File: src/design/rpn_pkg.sv
// ----------------------------------------------------------------------------
// rpn_pkg
// Shared types, codes and defaults for the reverse Polish stack calculator.
// ----------------------------------------------------------------------------
package rpn_pkg;

	localparam int DATA_W              = 64;
	localparam int OP_W                = 3;
	localparam int STATUS_W            = 3;
	localparam int DEPTH_W             = 7;
	localparam int COMMIT_W            = 3;
	localparam int STACK_DEPTH_DEF     = 64;
	localparam int FRACTION_BITS_DEF   = 32;

	localparam logic [OP_W-1:0] OP_PUSH = 3'd0;
	localparam logic [OP_W-1:0] OP_ADD  = 3'd1;
	localparam logic [OP_W-1:0] OP_SUB  = 3'd2;
	localparam logic [OP_W-1:0] OP_MUL  = 3'd3;
	localparam logic [OP_W-1:0] OP_DIV  = 3'd4;
	localparam logic [OP_W-1:0] OP_DROP = 3'd5;

	localparam logic [STATUS_W-1:0] ST_OK       = 3'd0;
	localparam logic [STATUS_W-1:0] ST_FEW      = 3'd1;
	localparam logic [STATUS_W-1:0] ST_DIV_ZERO = 3'd2;
	localparam logic [STATUS_W-1:0] ST_FULL     = 3'd3;
	localparam logic [STATUS_W-1:0] ST_EMPTY    = 3'd4;

	localparam logic [COMMIT_W-1:0] CM_NONE = 3'd0;
	localparam logic [COMMIT_W-1:0] CM_PUSH = 3'd1;
	localparam logic [COMMIT_W-1:0] CM_DROP = 3'd2;
	localparam logic [COMMIT_W-1:0] CM_ADD  = 3'd3;
	localparam logic [COMMIT_W-1:0] CM_SUB  = 3'd4;
	localparam logic [COMMIT_W-1:0] CM_MUL  = 3'd5;
	localparam logic [COMMIT_W-1:0] CM_DIV  = 3'd6;

	typedef struct packed {
		logic [OP_W-1:0]          operation;
		logic signed [DATA_W-1:0] push_value;
	} request_t;

	typedef struct packed {
		logic [STATUS_W-1:0]      status;
		logic signed [DATA_W-1:0] top_value;
		logic [DEPTH_W-1:0]       depth;
	} result_t;

	typedef struct packed {
		logic                  load;
		logic                  mul_start;
		logic                  mul_step;
		logic                  div_start;
		logic                  div_step;
		logic [COMMIT_W-1:0]   commit;
		logic [STATUS_W-1:0]   status;
		logic                  report;
	} dp_cmd_t;

	typedef struct packed {
		logic [OP_W-1:0] op;
		logic            empty;
		logic            few;
		logic            full;
		logic            y_zero;
		logic            mul_done;
		logic            div_done;
	} dp_stat_t;

endpackage

File: src/design/rpn_ctrl.sv
// ----------------------------------------------------------------------------
// rpn_ctrl
// Sequencer: accepts a request, checks the operands and drives the datapath.
// ----------------------------------------------------------------------------
module rpn_ctrl import rpn_pkg::*; (
	input  logic     clk,
	input  logic     arst_n,
	input  logic     start,
	input  dp_stat_t stat,
	output logic     busy,
	output dp_cmd_t  cmd
);

	localparam logic [2:0] S_IDLE = 3'd0;
	localparam logic [2:0] S_READ = 3'd1;
	localparam logic [2:0] S_EXEC = 3'd2;
	localparam logic [2:0] S_MUL  = 3'd3;
	localparam logic [2:0] S_DIV  = 3'd4;

	logic [2:0] state_q;
	logic [2:0] state_d;

	always_ff @(posedge clk or negedge arst_n) begin
		if (!arst_n) begin
			state_q <= S_IDLE;
		end else begin
			state_q <= state_d;
		end
	end

	assign busy = (state_q != S_IDLE);

	always_comb begin
		state_d = state_q;
		cmd     = '0;
		unique case (state_q)
			S_IDLE: begin
				if (start) begin
					cmd.load = 1'b1;
					state_d  = S_READ;
				end
			end
			S_READ: begin
				state_d = S_EXEC;
			end
			S_EXEC: begin
				state_d    = S_IDLE;
				cmd.report = 1'b1;
				cmd.status = ST_OK;
				cmd.commit = CM_NONE;
				unique case (stat.op)
					OP_PUSH: begin
						if (stat.full) cmd.status = ST_FULL;
						else cmd.commit = CM_PUSH;
					end
					OP_DROP: begin
						if (stat.empty) cmd.status = ST_EMPTY;
						else cmd.commit = CM_DROP;
					end
					OP_ADD: begin
						if (stat.few) cmd.status = ST_FEW;
						else cmd.commit = CM_ADD;
					end
					OP_SUB: begin
						if (stat.few) cmd.status = ST_FEW;
						else cmd.commit = CM_SUB;
					end
					OP_MUL: begin
						if (stat.few) begin
							cmd.status = ST_FEW;
						end else begin
							cmd.report    = 1'b0;
							cmd.mul_start = 1'b1;
							state_d       = S_MUL;
						end
					end
					OP_DIV: begin
						priority if (stat.few) begin
							cmd.status = ST_FEW;
						end else if (stat.y_zero) begin
							cmd.status = ST_DIV_ZERO;
						end else begin
							cmd.report    = 1'b0;
							cmd.div_start = 1'b1;
							state_d       = S_DIV;
						end
					end
					default: begin
						cmd.status = ST_OK;
					end
				endcase
			end
			S_MUL: begin
				if (stat.mul_done) begin
					cmd.commit = CM_MUL;
					cmd.status = ST_OK;
					cmd.report = 1'b1;
					state_d    = S_IDLE;
				end else begin
					cmd.mul_step = 1'b1;
				end
			end
			S_DIV: begin
				if (stat.div_done) begin
					cmd.commit = CM_DIV;
					cmd.status = ST_OK;
					cmd.report = 1'b1;
					state_d    = S_IDLE;
				end else begin
					cmd.div_step = 1'b1;
				end
			end
			default: begin
				state_d = S_IDLE;
			end
		endcase
	end

endmodule

File: config.mk
export PLATFORM = sky130hd
export DESIGN_NAME = rpn_ctrl
export DESIGN_NICKNAME = d
export VERILOG_FILES = /design/src/design/rpn_pkg.sv /design/src/design/rpn_ctrl.sv
export SDC_FILE = /design/constraint.sdc
export NUM_CORES = 1
export LEC_CHECK = 0
export ABC_CLOCK_PERIOD_IN_PS = 1500
export BUFFER_PORTS_ARGS = -buffer_cell sky130_fd_sc_hd__buf_2
export CORE_AREA = 2 2 39 41
export CTS_BUF_LIST = sky130_fd_sc_hd__clkbuf_8
export CTS_CLUSTER_DIAMETER = 120
export DETAILED_ROUTE_END_ITERATION = 16
export DIE_AREA = 0 0 41 43
export GPL_TIMING_DRIVEN = 1
export PLACE_DENSITY = 0.62
export SYNTH_ARGS = -nofsm -noshare
export SYNTH_HDL_FRONTEND = slang
export SYNTH_SLANG_ARGS = --single-unit
File: constraint.sdc
create_clock -name clk -period 1.5 [get_ports clk]
set_clock_uncertainty 0.1 [all_clocks]
set_input_delay 0.225 -clock clk [delete_from_list [all_inputs] [get_ports clk]]
set_output_delay 0.225 -clock clk [all_outputs]
set_load 0.02 [all_outputs]
-- Word-level counts from Yosys, hierarchy flattened
Cells that the tools add are included.
W data, S select, Z words.
- register bits after elaboration: 3
- input port bits: 12
- output and inout port bits: 13
- logic and storage cells: 56
- eq/ne operators: 12
- muxes and demuxes: 38
- reductions and logical operators: 5
- operator list (kind ; count):
    $pmux W3 S4 ; 2
    $mux W3 ; 7
    $pmux W7 S3 ; 1
    $mux W1 ; 18
    $pmux W3 S5 ; 1
    $mux W7 ; 2
    $eq A3 B2 Y1 const B ; 4
    $mux W2 ; 5
    $eq A3 B3 Y1 const B ; 3
    $eq A3 B1 Y1 const B ; 2
    $logic_not A3 Y1 ; 2
    $ne A2 B2 Y1 const B ; 3
    $pmux W3 S2 ; 1
    $reduce_and A3 Y1 ; 1
    $reduce_bool A3 Y1 ; 1
    $reduce_or A3 Y1 ; 1
    $pmux W1 S2 ; 1

-- Longest topological paths before layout
Gate-level depths: netlist of run 1.
- depth after elaboration: 4
- depth in mapped cells: 4
- mapped depth without buffers: 3

-- Worst setup path before layout of run 1
No wires, ideal clock.
- kind: reg2out
- start: register state_q[1]
- end: output port cmd[0] (netlist name)
- arrival time: 1.448 ns
- required time: 1.175 ns
- setup slack: -0.273 ns
- cell stages (with the launch flop): 3
- buffers on the path: 0
- cell sequence: dfrtp_1 -> or3b_4 -> o31ai_1
- RTL lines (element ; line ; text):
    from (decl) ; rpn_ctrl.sv:20 ; logic [2:0] state_q;
    from (signal assigned) ; rpn_ctrl.sv:27 ; state_q <= state_d;
    to (decl) ; rpn_ctrl.sv:11 ; output dp_cmd_t cmd

==> out/results.txt, run 1 <==
The flow ran to the end, but the final reports show violations. The checks that failed: setup timing. The remaining antenna violation count was 0; the total number of vias was 553. TritonCTS built the clock tree. Counting I/O delays and the setup requirement, the final critical path takes 1804 ps.

The die is 43 um tall. For the part of the power in combinational logic, the log shows 0.688. Summed over all layers, the global routing overflow is 0. The tools report the data required time at the worst endpoint as 1170 ps.

In the final design database the tool counted 109 nets. The number of synthesis warnings was 0; the floorplan die area was 1763 um^2. The tools report the type of element capturing the critical path as a primary output. For the worst endpoint data arrival time, the log shows 1480 ps.

Setup repair after global routing could not meet its margin everywhere. Synthesis inferred 3 register bits. Cell type with the highest aggregate area in the netlist: sky130_fd_sc_hd__dfrtp_1. The cell area that synthesis handed to floorplanning was 372.9 um^2.

The share of the clock period used by the worst path after layout is 1.203, and the final HPWL from detailed placement is 922 um. The first detailed-routing pass ran for 4 iterations. The cell sitting at the root of the clock tree is a sky130_fd_sc_hd__clkbuf_8.

The count of input and output buffers is 24, and the count of placed standard cells in the final layout, fillers left out is 112. The fraction of final layout cells sized beyond drive strength 1 works out to 0.6979. The depth of the CTS H-tree is 1.

The internal power component came out at 0.7201 mW. The relative slew slack is 0.7583. The tools report the number of max-capacitance violations reported as 0. The worst IR drop on VDD is 0.0007269 V.

The distinct cell type count after synthesis was 27. The top-area cell type share of the netlist area came out at 0.2013. After synthesis, the mean cell area works out to 7.609 um^2. The largest registers in the layout are state_q x3. The filler cells instantiated in the layout total 128.

The initial standard-cell utilization of the core is 0.2694, and the remaining routing DRC violations is 0. In this run the power spent charging and discharging nets is 0.4990 mW. At the pin with the least slew margin, the transition time is 357.4 ps.

After clock tree synthesis, the clock-pin slew on the worst setup and hold paths is 30 ps. Among all cell types in the netlist, the one instantiated most often is sky130_fd_sc_hd__nand2_1. The final critical-path setup slack is -304.3 ps.

The sequential share of power came out at 0.126. For this design the top-level I/O count stands at 25. The number of antenna violations at the first check in global routing came out at 0. For the number of instances in the placed design, the log shows 102. The logs give 0.1667 for the global router's overall resource usage and 0 for the hold violation total from the final report. The tools report the sequential share of the synthesized area as 0.2013. The pin count of the biggest net entering global routing is 10. The register with the most flip-flops in the layout has 3 of them. In this run the worst hold path is classified as primary input to flop.

In this run the core area contains 14 standard-cell rows. Counting every instance in the synthesized netlist gives 49. The number of antenna diodes was 0. The highest net fanout along the worst path is 6, and the post-detailed-route wirelength per cell is 11.16 um. The total nets after synthesis is 61. The switching part of the total power is 0.4093, and the placer's final routability congestion estimate is 0.6806. The worst setup path category was flop to primary output. For this block, the initial DRC count from the detailed router was 8.

For the number of global-route vias before repair, the log shows 525. The share of async-settable or async-resettable flops after synthesis is 1.000. The final routed wirelength across all metal layers was 1.250 mm. Clock latency on the worst-skew pair, taken at its later pin, is 220 ps. The post-route total power came out at 1.219 mW. The tools report the final number of max-transition violations as 0. The register name with the most flops was state_q. The power density normalized to cell area was 1404 nW/um^2; the relative contribution of the clock network to total power was 0.187. Relative to the synthesized area, the layout overhead comes to 132.9%.

The commonest cells after synthesis are sky130_fd_sc_hd__nand2_1 (7), sky130_fd_sc_hd__dfrtp_1 (3), sky130_fd_sc_hd__nand2b_1 (3), sky130_fd_sc_hd__nor2_1 (3), sky130_fd_sc_hd__nor3_1 (3). Yosys mapped a number of flops with a built-in enable equal to 0. The prevailing post-synth register cell is sky130_fd_sc_hd__dfrtp_1. After synthesis, the cell types taking the most area are sky130_fd_sc_hd__dfrtp_1 (20%), sky130_fd_sc_hd__nand2_1 (7.0%), sky130_fd_sc_hd__nor4_4 (5.7%).

The critical path startpoint category was a flop. The global-route wire length before repair was 2.035 mm. The run gives 554.2 MHz as the highest clock rate.

In this run the static leakage power is 0.4083 nW. The vias per cell was 4.938. The final setup violation count came out at 13.

The number of sinks on the clock net was 3; the clock buffer count from CTS was 3. The die is 41 um wide. The region available for standard cell placement spans 1384 um^2.

Maximum root-to-sink buffer count: 2.
[layout make-up]
type | instances | area (um^2) | share of cell area
clock buffers | 3 | 41.29 | 0.04755
clock inverters | 1 | 3.754 | 0.004323
inverters | 2 | 7.507 | 0.008646
multi-input cells | 42 | 392.9 | 0.4524
flip-flops and latches | 3 | 76.32 | 0.08790
well taps | 16 | 20.02 | 0.02305
repair buffers | 45 | 326.6 | 0.3761
[per-layer routing]
layer	part of all wire	up-vias	wire length (um)	GRT usage
met2	0.54	21	676	0.2938
met1	0.39	254	485	0.1833
met4	0	0	0	0.02000
li1	-	278	-	-
met5	0	-	0	0
met3	0.071	0	89	0.06283
[critical path, stage by stage (launching register included)]
cell and delay (ps):
sky130_fd_sc_hd__dfrtp_1 400, sky130_fd_sc_hd__or3b_4 480, sky130_fd_sc_hd__a211oi_2 210, sky130_fd_sc_hd__buf_4 170
[power by group through the flow]
stage	logic, mW	registers (mW)	clock network [mW]
detailed placement	0.595	0.137	0
floorplan	0.377	0.135	0
CTS	0.780	0.154	0.232
global route	0.903	0.157	0.243
finish	0.839	0.153	0.228
global placement	0.595	0.134	0
[cells in the final DEF (no fill, tap or decap), types with 2 or more instances in the layout]
master,n
sky130_fd_sc_hd__clkbuf_8,3
sky130_fd_sc_hd__nand2b_1,2
sky130_fd_sc_hd__inv_1,3
sky130_fd_sc_hd__nor2_4,2
sky130_fd_sc_hd__nor3_1,2
sky130_fd_sc_hd__nand2_1,6
sky130_fd_sc_hd__dfrtp_1,2
sky130_fd_sc_hd__a21oi_1,2
sky130_fd_sc_hd__a31oi_1,2
sky130_fd_sc_hd__nand3b_1,2
sky130_fd_sc_hd__nor2b_1,2
sky130_fd_sc_hd__buf_4,26
sky130_fd_sc_hd__buf_2,13
sky130_fd_sc_hd__buf_6,5
[kinds of logic (layout without fill, tap and decap cells)]
| family | count (synthesis) | count (layout) | share of synthesized area |
|---|---|---|---|
| AO/OA/AOI/OAI | 11 | 11 | 0.2047 |
| buffers and inverters | 4 | 51 | 0.04028 |
| flip-flops | 3 | 3 | 0.2013 |
| multiplexers | 1 | 1 | 0.02685 |
| AND/OR/NAND/NOR | 30 | 30 | 0.5269 |
[stage by stage]
step                      worst slack [ps]  utilization  hold slack (ps)  instance area, um^2  TNS [ps]
after floorplan                     -81.04            -           -170.6                421.7    -421.8
after global placement              -134.8       0.4819           -79.64                666.9    -598.3
after detailed placement            -155.5       0.4819           -76.12                666.9    -693.7
after CTS                           -282.0       0.6049            119.1                837.1     -3036
after global routing                -359.8       0.6275            129.8                868.3     -3763
final                               -304.3       0.6275            119.2                868.3     -2880
[worst paths after layout]
check,cells past startpoint,slack [ps],from,endpoint
max in group asynchronous,2,950,arst_n,state_q[1]$_DFFE_PN0P_
max reg2reg,4,40,state_q[0]$_DFFE_PN0P_,state_q[2]$_DFFE_PN0P_
max,3,-300,state_q[0]$_DFFE_PN0P_,cmd[1]
min in group asynchronous,2,230,arst_n,state_q[1]$_DFFE_PN0P_
min,2,120,stat[0],state_q[2]$_DFFE_PN0P_
min reg2reg,2,520,state_q[2]$_DFFE_PN0P_,state_q[1]$_DFFE_PN0P_
[timing repair]
| item | 4_1_cts | 5_1_grt |
|---|---|---|
| gates resized for setup | 21 | 8 |
| setup endpoints to repair | 13 | 14 |
| endpoints found under the hold margin | 3 | 0 |
| hold buffers | 1 | 0 |
| pin swaps | 8 | 5 |
| buffers inserted | 5 | 0 |
No activity file was read; power rests on OpenSTA's default activity.
==> run 2: changes to the inputs <==
--- a/config.mk
+++ b/config.mk
@@ -14,6 +14,7 @@
 export DIE_AREA = 0 0 41 43
 export GPL_TIMING_DRIVEN = 1
 export PLACE_DENSITY = 0.62
+export RECOVER_POWER = 100
 export SYNTH_ARGS = -nofsm -noshare
 export SYNTH_HDL_FRONTEND = slang
 export SYNTH_SLANG_ARGS = --single-unit
==> run 2 against run 1 <==
  * The flow still finishes with violations (setup timing)
  * Cell count is the same
  * Combinational power is essentially flat
  * First-iteration DRC count is the same
  * Utilization shrank 0.090 points
  * Count of clock-buffer cells in the layout is the same
  * Total power is essentially flat
  * Via count shrank 0.36%
  * Global-route usage is the same
  * Hold slack is essentially flat
  * Critical path depth is the same
  * Register-to-register slack is essentially flat
  * Highest routed layer unchanged
==> out/results.txt, run 2 (synthesized netlist as in run 1, its figures left out) <==
Along the worst path, the maximum fanout reaches 6. The detailed router placed 551 vias in this run. For this run, the top clock speed supported by timing is 554.6 MHz.

The placer's final routability congestion estimate is 0.6806. The core box area came out at 1384 um^2. More flip-flops sit in one register than any other, and that register is state_q. In this run the power spent charging and discharging nets is 0.4986 mW. In the final layout, the registers with the most flip-flops are state_q x3. The switching part of the total power was 0.4093; the clock buffer count from CTS was 3. IR analysis of the VDD net gives a maximum drop of 0.0007263 V. The logs give 525 for the number of global-route vias before repair and 0 for the number of antenna violations at the first check in global routing. For the floorplan die area, the log shows 1763 um^2.

In this run the worst hold path is classified as primary input to flop. The share of the clock period used by the worst path after layout works out to 1.202. The number of nets in the layout was 109; the global-route wire length before repair was 2.035 mm.

The remaining antenna violation count is 0, and the number of antenna diodes is 0. The remaining routing DRC violations is 0. Data required time at the worst endpoint: 1170 ps. The die is 43 um tall. The run gives 220 ps as the worst-skew pair later-pin latency. TritonCTS built the clock tree. Buffers placed on the I/O ports in this run total 24. For this design the static power due to leakage is 0.4056 nW.

Number of sinks on the clock net: 3. Pin placement for this block handled 25 I/O pins. For the final number of max-transition violations, the log shows 0. The tools report the final setup violation count as 13. The top cell types in the final layout, fill and taps aside, are sky130_fd_sc_hd__buf_4 (26), sky130_fd_sc_hd__buf_2 (12), sky130_fd_sc_hd__nand2_1 (6). After detailed routing, the total wire length is 1.251 mm. Counting along the longest clock path gives a buffer depth of 2. Worst-margin pin slew: 357.4 ps. Sequential share of power: 0.125. Summing internal, switching and leakage power gives 1.218 mW. The power density normalized to cell area is 1405 nW/um^2, and the worst endpoint data arrival time is 1480 ps.

Slowest cell on the critical path: sky130_fd_sc_hd__or3b_4. The internal power component is 0.7197 mW. Summed over all nets, the half-perimeter wirelength after detailed placement is 922 um. The delay of the slowest cell on the worst path works out to 480 ps. Number of flip-flops under the largest register name: 3. The initial standard-cell utilization of the core came out at 0.2694. The signal on the critical path passes through or3b_4, a211oi_2, buf_4. The checks that failed: setup timing. Setup repair after global routing could not meet its margin everywhere. The worst setup path is launched from a flop.

The depth of the CTS H-tree is 1. In this run the horizontal extent of the chip is 41 um. For the finished layout, the period the worst path requires is 1803 ps. The run gives 0.1667 as the global router's overall resource usage. Part of the power in combinational logic: 0.688.

The final critical-path setup slack is -303.2 ps. The library cell used most frequently in the layout, excluding fill and tap cells, is sky130_fd_sc_hd__buf_4. The tool flagged a number of max-cap violations equal to 0. The worst setup path category was flop to primary output. The type of element capturing the critical path was a primary output. The growth of design area from synthesis to finish came out at 132.6%.

The run finished, with violations left. After detailed routing, the average wire length per cell comes to 11.17 um. Before CTS, the worst setup slack after placement is -155.5 ps. Relative slew slack: 0.7583. The vias per cell was 4.920. The tools report the library cell used as clock root buffer as sky130_fd_sc_hd__clkbuf_8.

The fraction of final layout cells sized beyond drive strength 1 is 0.6875. The relative contribution of the clock network to total power is 0.187, and the total iterations of the first detailed-routing run is 4. For the hold violation total from the final report, the log shows 0. After clock tree synthesis, the clock-pin slew on the worst setup and hold paths is 30 ps. Entering global routing, the biggest net connects 10 pins. After global routing the overflow that remains totals 0. The first routing iteration left 8 violations. The run gives 14 as the number of rows created at floorplan.
-- run 2: cell types whose count changed in the layout (fill, tap and decap cells not counted), sizes merged --
cell | previous run | this run
clkbuf | 3 | 4
buf | 44 | 43
-- run 2: metrics by stage --
stage / TNS [ps] / util / cells / instance area [um^2] / hold WS (ps)
finish: -2866 / 0.6266 / 112 / 867.1 / 119.2
global route: -3763 / 0.6266 / 112 / 867.1 / 129.8
CTS: -3036 / 0.6049 / 112 / 837.1 / 119.1
detailed placement: -693.7 / 0.4819 / 102 / 666.9 / -76.12
global placement: -598.3 / 0.4819 / 102 / 666.9 / -79.64
floorplan: -421.8 / - / 49 / 421.7 / -170.6
-- run 2: routing by layer --
layer	up-vias	GRT usage	share of wire
met5	-	0	0
met4	0	0.02000	0
met3	0	0.06283	0.071
met2	21	0.2938	0.54
met1	251	0.1833	0.39
li1	279	-	-
-- run 2: timing repair --
| item | CTS | global route |
|---|---|---|
| gates resized for setup | 21 | 8 |
| buffers inserted | 5 | 0 |
| setup endpoints to repair | 13 | 14 |
| pin swaps | 8 | 5 |
| hold buffers | 1 | 0 |
| endpoints found under the hold margin | 3 | 0 |
-- run 2: layout make-up --
cell class | instances | area (um^2)
well taps | 16 | 20.02
inverters | 2 | 7.507
flip-flops and latches | 3 | 76.32
multi-input cells | 42 | 392.9
clock buffers | 3 | 41.29
repair buffers | 45 | 325.3
fillers | 127 | 516.7
clock inverters | 1 | 3.754
-- run 2: power by group through the flow --
stage | logic, mW | clock network, mW | registers (mW)
after CTS | 0.780 | 0.232 | 0.154
after detailed placement | 0.595 | 0 | 0.137
after global routing | 0.902 | 0.243 | 0.157
final | 0.838 | 0.227 | 0.153
after global placement | 0.595 | 0 | 0.134
after floorplan | 0.377 | 0 | 0.135
-- run 2: worst paths after layout --
path                                         from                     end  slack, ps  depth (start not counted)
max                        state_q[0]$_DFFE_PN0P_                  cmd[1]       -300                          3
min                                       stat[0]  state_q[2]$_DFFE_PN0P_        120                          2
max reg2reg                state_q[0]$_DFFE_PN0P_  state_q[2]$_DFFE_PN0P_         40                          4
min reg2reg                state_q[2]$_DFFE_PN0P_  state_q[1]$_DFFE_PN0P_        520                          2
max in group asynchronous                  arst_n  state_q[1]$_DFFE_PN0P_        880                          2
min in group asynchronous                  arst_n  state_q[1]$_DFFE_PN0P_        250                          2
-- run 2: critical path, delay by kind of cell (launching register included) --
| kind | cells | cell delay, ps |
|---|---|---|
| AND/OR/NAND/NOR | 1 | 480 |
| buffers and inverters | 1 | 170 |
| flip-flops | 1 | 400 |
| AO/OA/AOI/OAI | 1 | 210 |
==> run 3: changes to the inputs <==
--- a/config.mk
+++ b/config.mk
@@ -9,7 +9,6 @@
 export BUFFER_PORTS_ARGS = -buffer_cell sky130_fd_sc_hd__buf_2
 export CORE_AREA = 2 2 39 41
 export CTS_BUF_LIST = sky130_fd_sc_hd__clkbuf_8
-export CTS_CLUSTER_DIAMETER = 120
 export DETAILED_ROUTE_END_ITERATION = 16
 export DIE_AREA = 0 0 41 43
 export GPL_TIMING_DRIVEN = 1
@@ -18,3 +17,4 @@
 export SYNTH_ARGS = -nofsm -noshare
 export SYNTH_HDL_FRONTEND = slang
 export SYNTH_SLANG_ARGS = --single-unit
+export TNS_END_PERCENT = 50
==> constraint.sdc (replaced) <==
create_clock -name clk -period 1.5 [get_ports clk]
set_clock_uncertainty 0.1 [all_clocks]
set_input_delay 0.15 -clock clk [delete_from_list [all_inputs] [get_ports clk]]
set_output_delay 0.15 -clock clk [all_outputs]
set_load 0.02 [all_outputs]
==> run 3 against run 2 <==
  * The run still ends with setup timing left
  * Cell area down 13%
  * Critical endpoint is now cmd[0]
  * Non-clock buffer count decreased by 11
  * Die area did not move
  * Register-to-register slack improved by 80 ps
==> out/results.txt, run 3 (synthesized netlist as in run 1, its figures left out) <==
The final setup violation count is 12. The tools report the relative slew slack as 0.8324. For the global-route met3 utilization, the log shows 0.03141.

Worst setup path category: flop to primary output. Setup repair after global routing could not meet its margin everywhere. The final reports fail on setup timing.

The tools report the hold violation total from the final report as 0. The layer carrying the most global-route usage was met2. The growth of design area from synthesis to finish was 102.0%; the final worst hold slack was 60.71 ps. Along the worst path, the maximum fanout reaches 6. The logs give 0.1625 for the global router's overall resource usage and 101 for the count of placed standard cells in the final layout, fillers left out. The logs give -224.3 ps for the final critical-path setup slack and 14 for the number of rows created at floorplan.

The number of flip-flops under the largest register name works out to 3. In the layout the commonest cells are sky130_fd_sc_hd__buf_4 (17), sky130_fd_sc_hd__buf_2 (11), sky130_fd_sc_hd__nand2_1 (7). In this run the count of I/O pins placed on the die edge is 25. TritonCTS built the clock tree.

The chip width was 41 um. The largest registers in the layout are state_q x3. The run gives 0.208 as the relative contribution of the clock network to total power. In the routed layout, each cell is associated on average with a via count of 4.911.

After the last flow step, the layout net total stands at 98. Clock latency on the worst-skew pair, taken at its later pin, is 210 ps. The final layout contains routed wiring with a total length of 1.183 mm.

Class of the most critical hold timing path: primary input to flop. In this run the power density over the cells is 1429 nW/um^2. The logs give 0.2694 for the initial standard-cell utilization of the core and 3 for the number of sinks on the clock net. The fraction of final layout cells sized beyond drive strength 1 was 0.6000; the final number of max-transition violations was 0. 0 antenna diodes ended up in the layout. Number of antenna violations at the first check in global routing: 0. The tool flagged a number of max-cap violations equal to 0. The floorplan die area is 1763 um^2, and the share of the clock period used by the worst path after layout is 1.150.

The static leakage came out at 0.3481 nW. Core box area: 1384 um^2. Once placement finished, the instance area stood at 575.6 um^2. Counting the buffers created by CTS gives 3. Once detailed placement completed, the half-perimeter wirelength came to 923.1 um. The aggregate negative setup slack is -1843 ps, and the clock-pin slew of the registers on the worst-case setup and hold paths is 30 ps. Counting flops per register, the top entry is state_q. The layout has 141 filler cells.

The worst IR drop on VDD is 0.0004548 V, and the depth of the CTS H-tree is 1. The switching part of the total power is 0.4267. The run finished, with violations left.

The sequential share of power came out at 0.155. Based on the critical path, the design can be clocked at up to 579.9 MHz. The worst-margin pin slew is 249.9 ps, and the remaining antenna violation count is 0. The global-route met2 utilization came out at 0.2844. After detailed routing, the number of remaining DRC violations is 0. After global routing the overflow that remains totals 0. Post-detailed-route wirelength per cell: 11.71 um. The tools report the library cell used as clock root buffer as sky130_fd_sc_hd__clkbuf_8. The data required time at the worst endpoint came out at 1250 ps. The worst hold path begins at stat[0]. The part of the power in combinational logic is 0.637, and the global-route wire length before repair is 2.014 mm. The source of the critical timing path is state_q[1]$_DFFE_PN0P_.

The total iterations of the first detailed-routing run is 2. The run gives 1 as the violation count after the first detailed-route iteration. The analysis attributes to net switching a power of 0.4593 mW.

In this run the tool buffered the top-level ports with 24 buffer cells. Cell internal power was estimated by the tool at 0.6172 mW. The final period demand of the worst path is 1724 ps.

The utilization after layout came out at 0.5443. The worst setup path is captured at a primary output. Summing all non-filler instances in the final layout gives an area of 753.2 um^2. The longest clock path from root to sink contains 2 buffers. For this block, the via count after detailed routing is 496. The placer's final routability congestion estimate is 0.7482. The die height works out to 43 um. The library cell used most frequently in the layout, excluding fill and tap cells, is sky130_fd_sc_hd__buf_4. The launching point of the worst reg2reg path is state_q[1]$_DFFE_PN0P_.

The met1 routing resource usage after global routing was 0.1891; the pin count of the biggest net entering global routing was 9. The number of instances in the placed design is 95. The tools report the number of global-route vias before repair as 488. For the worst endpoint data arrival time, the log shows 1470 ps.

Critical path startpoint category: a flop.
==> run 3: through the flow <==
stage	total power [mW]	setup slack [ps]
2_1_floorplan	0.4614	-115.9
3_3_place_gp	0.6708	-66.71
3_5_place_dp	0.6764	-100.4
4_1_cts	1.064	-223.1
5_1_grt	1.159	-287.0
6_report	1.076	-224.3
==> run 3: critical path: stages (launching register included) <==
cell	delay [ps]
sky130_fd_sc_hd__dfrtp_2	430
sky130_fd_sc_hd__or3b_4	460
sky130_fd_sc_hd__o31ai_2	200
sky130_fd_sc_hd__buf_4	170
==> run 3: layer usage <==
layer	up-vias	share of wire	wire, um
met2	17	0.55	652
met5	-	0	0
met1	223	0.38	453
li1	256	-	-
met3	0	0.065	77
met4	0	0	0
==> run 3: final timing paths <==
kind                                                to  slack, ps  cells after the start
worst min-delay path            state_q[2]$_DFFE_PN0P_         60                      2
min in group asynchronous       state_q[2]$_DFFE_PN0P_        180                      2
worst min register to register  state_q[1]$_DFFE_PN0P_        420                      1
worst max-delay path                            cmd[0]       -220                      3
max in group asynchronous       state_q[1]$_DFFE_PN0P_        950                      2
worst max register to register  state_q[2]$_DFFE_PN0P_        120                      3
==> run 3: final cells by class <==
type,instances,area (um^2),share of cell area
sequential,3,76.32,0.1013
timing repair buffer,34,241.5,0.3206
tap,16,20.02,0.02658
clock inverter,1,3.754,0.004983
clock buffer,3,41.29,0.05482
multi-input combinational,42,362.8,0.4817
inverter,2,7.507,0.009967
==> run 3: repair_timing <==
| item | CTS | global route |
|---|---|---|
| setup endpoints to repair | 13 | 13 |
| cloned | 0 | 0 |
| pin swaps | 7 | 5 |
| gates resized for setup | 24 | 6 |
| hold buffers | 1 | 0 |
| buffers inserted | 1 | 0 |
| endpoints found under the hold margin | 3 | 0 |
==> run 3: power groups by stage <==
stage	combinational, mW	sequential, mW	clock, mW
5_1_grt	0.746	0.174	0.240
4_1_cts	0.670	0.166	0.228
3_5_place_dp	0.535	0.141	0
2_1_floorplan	0.326	0.135	0
6_report	0.686	0.167	0.224
3_3_place_gp	0.530	0.141	0
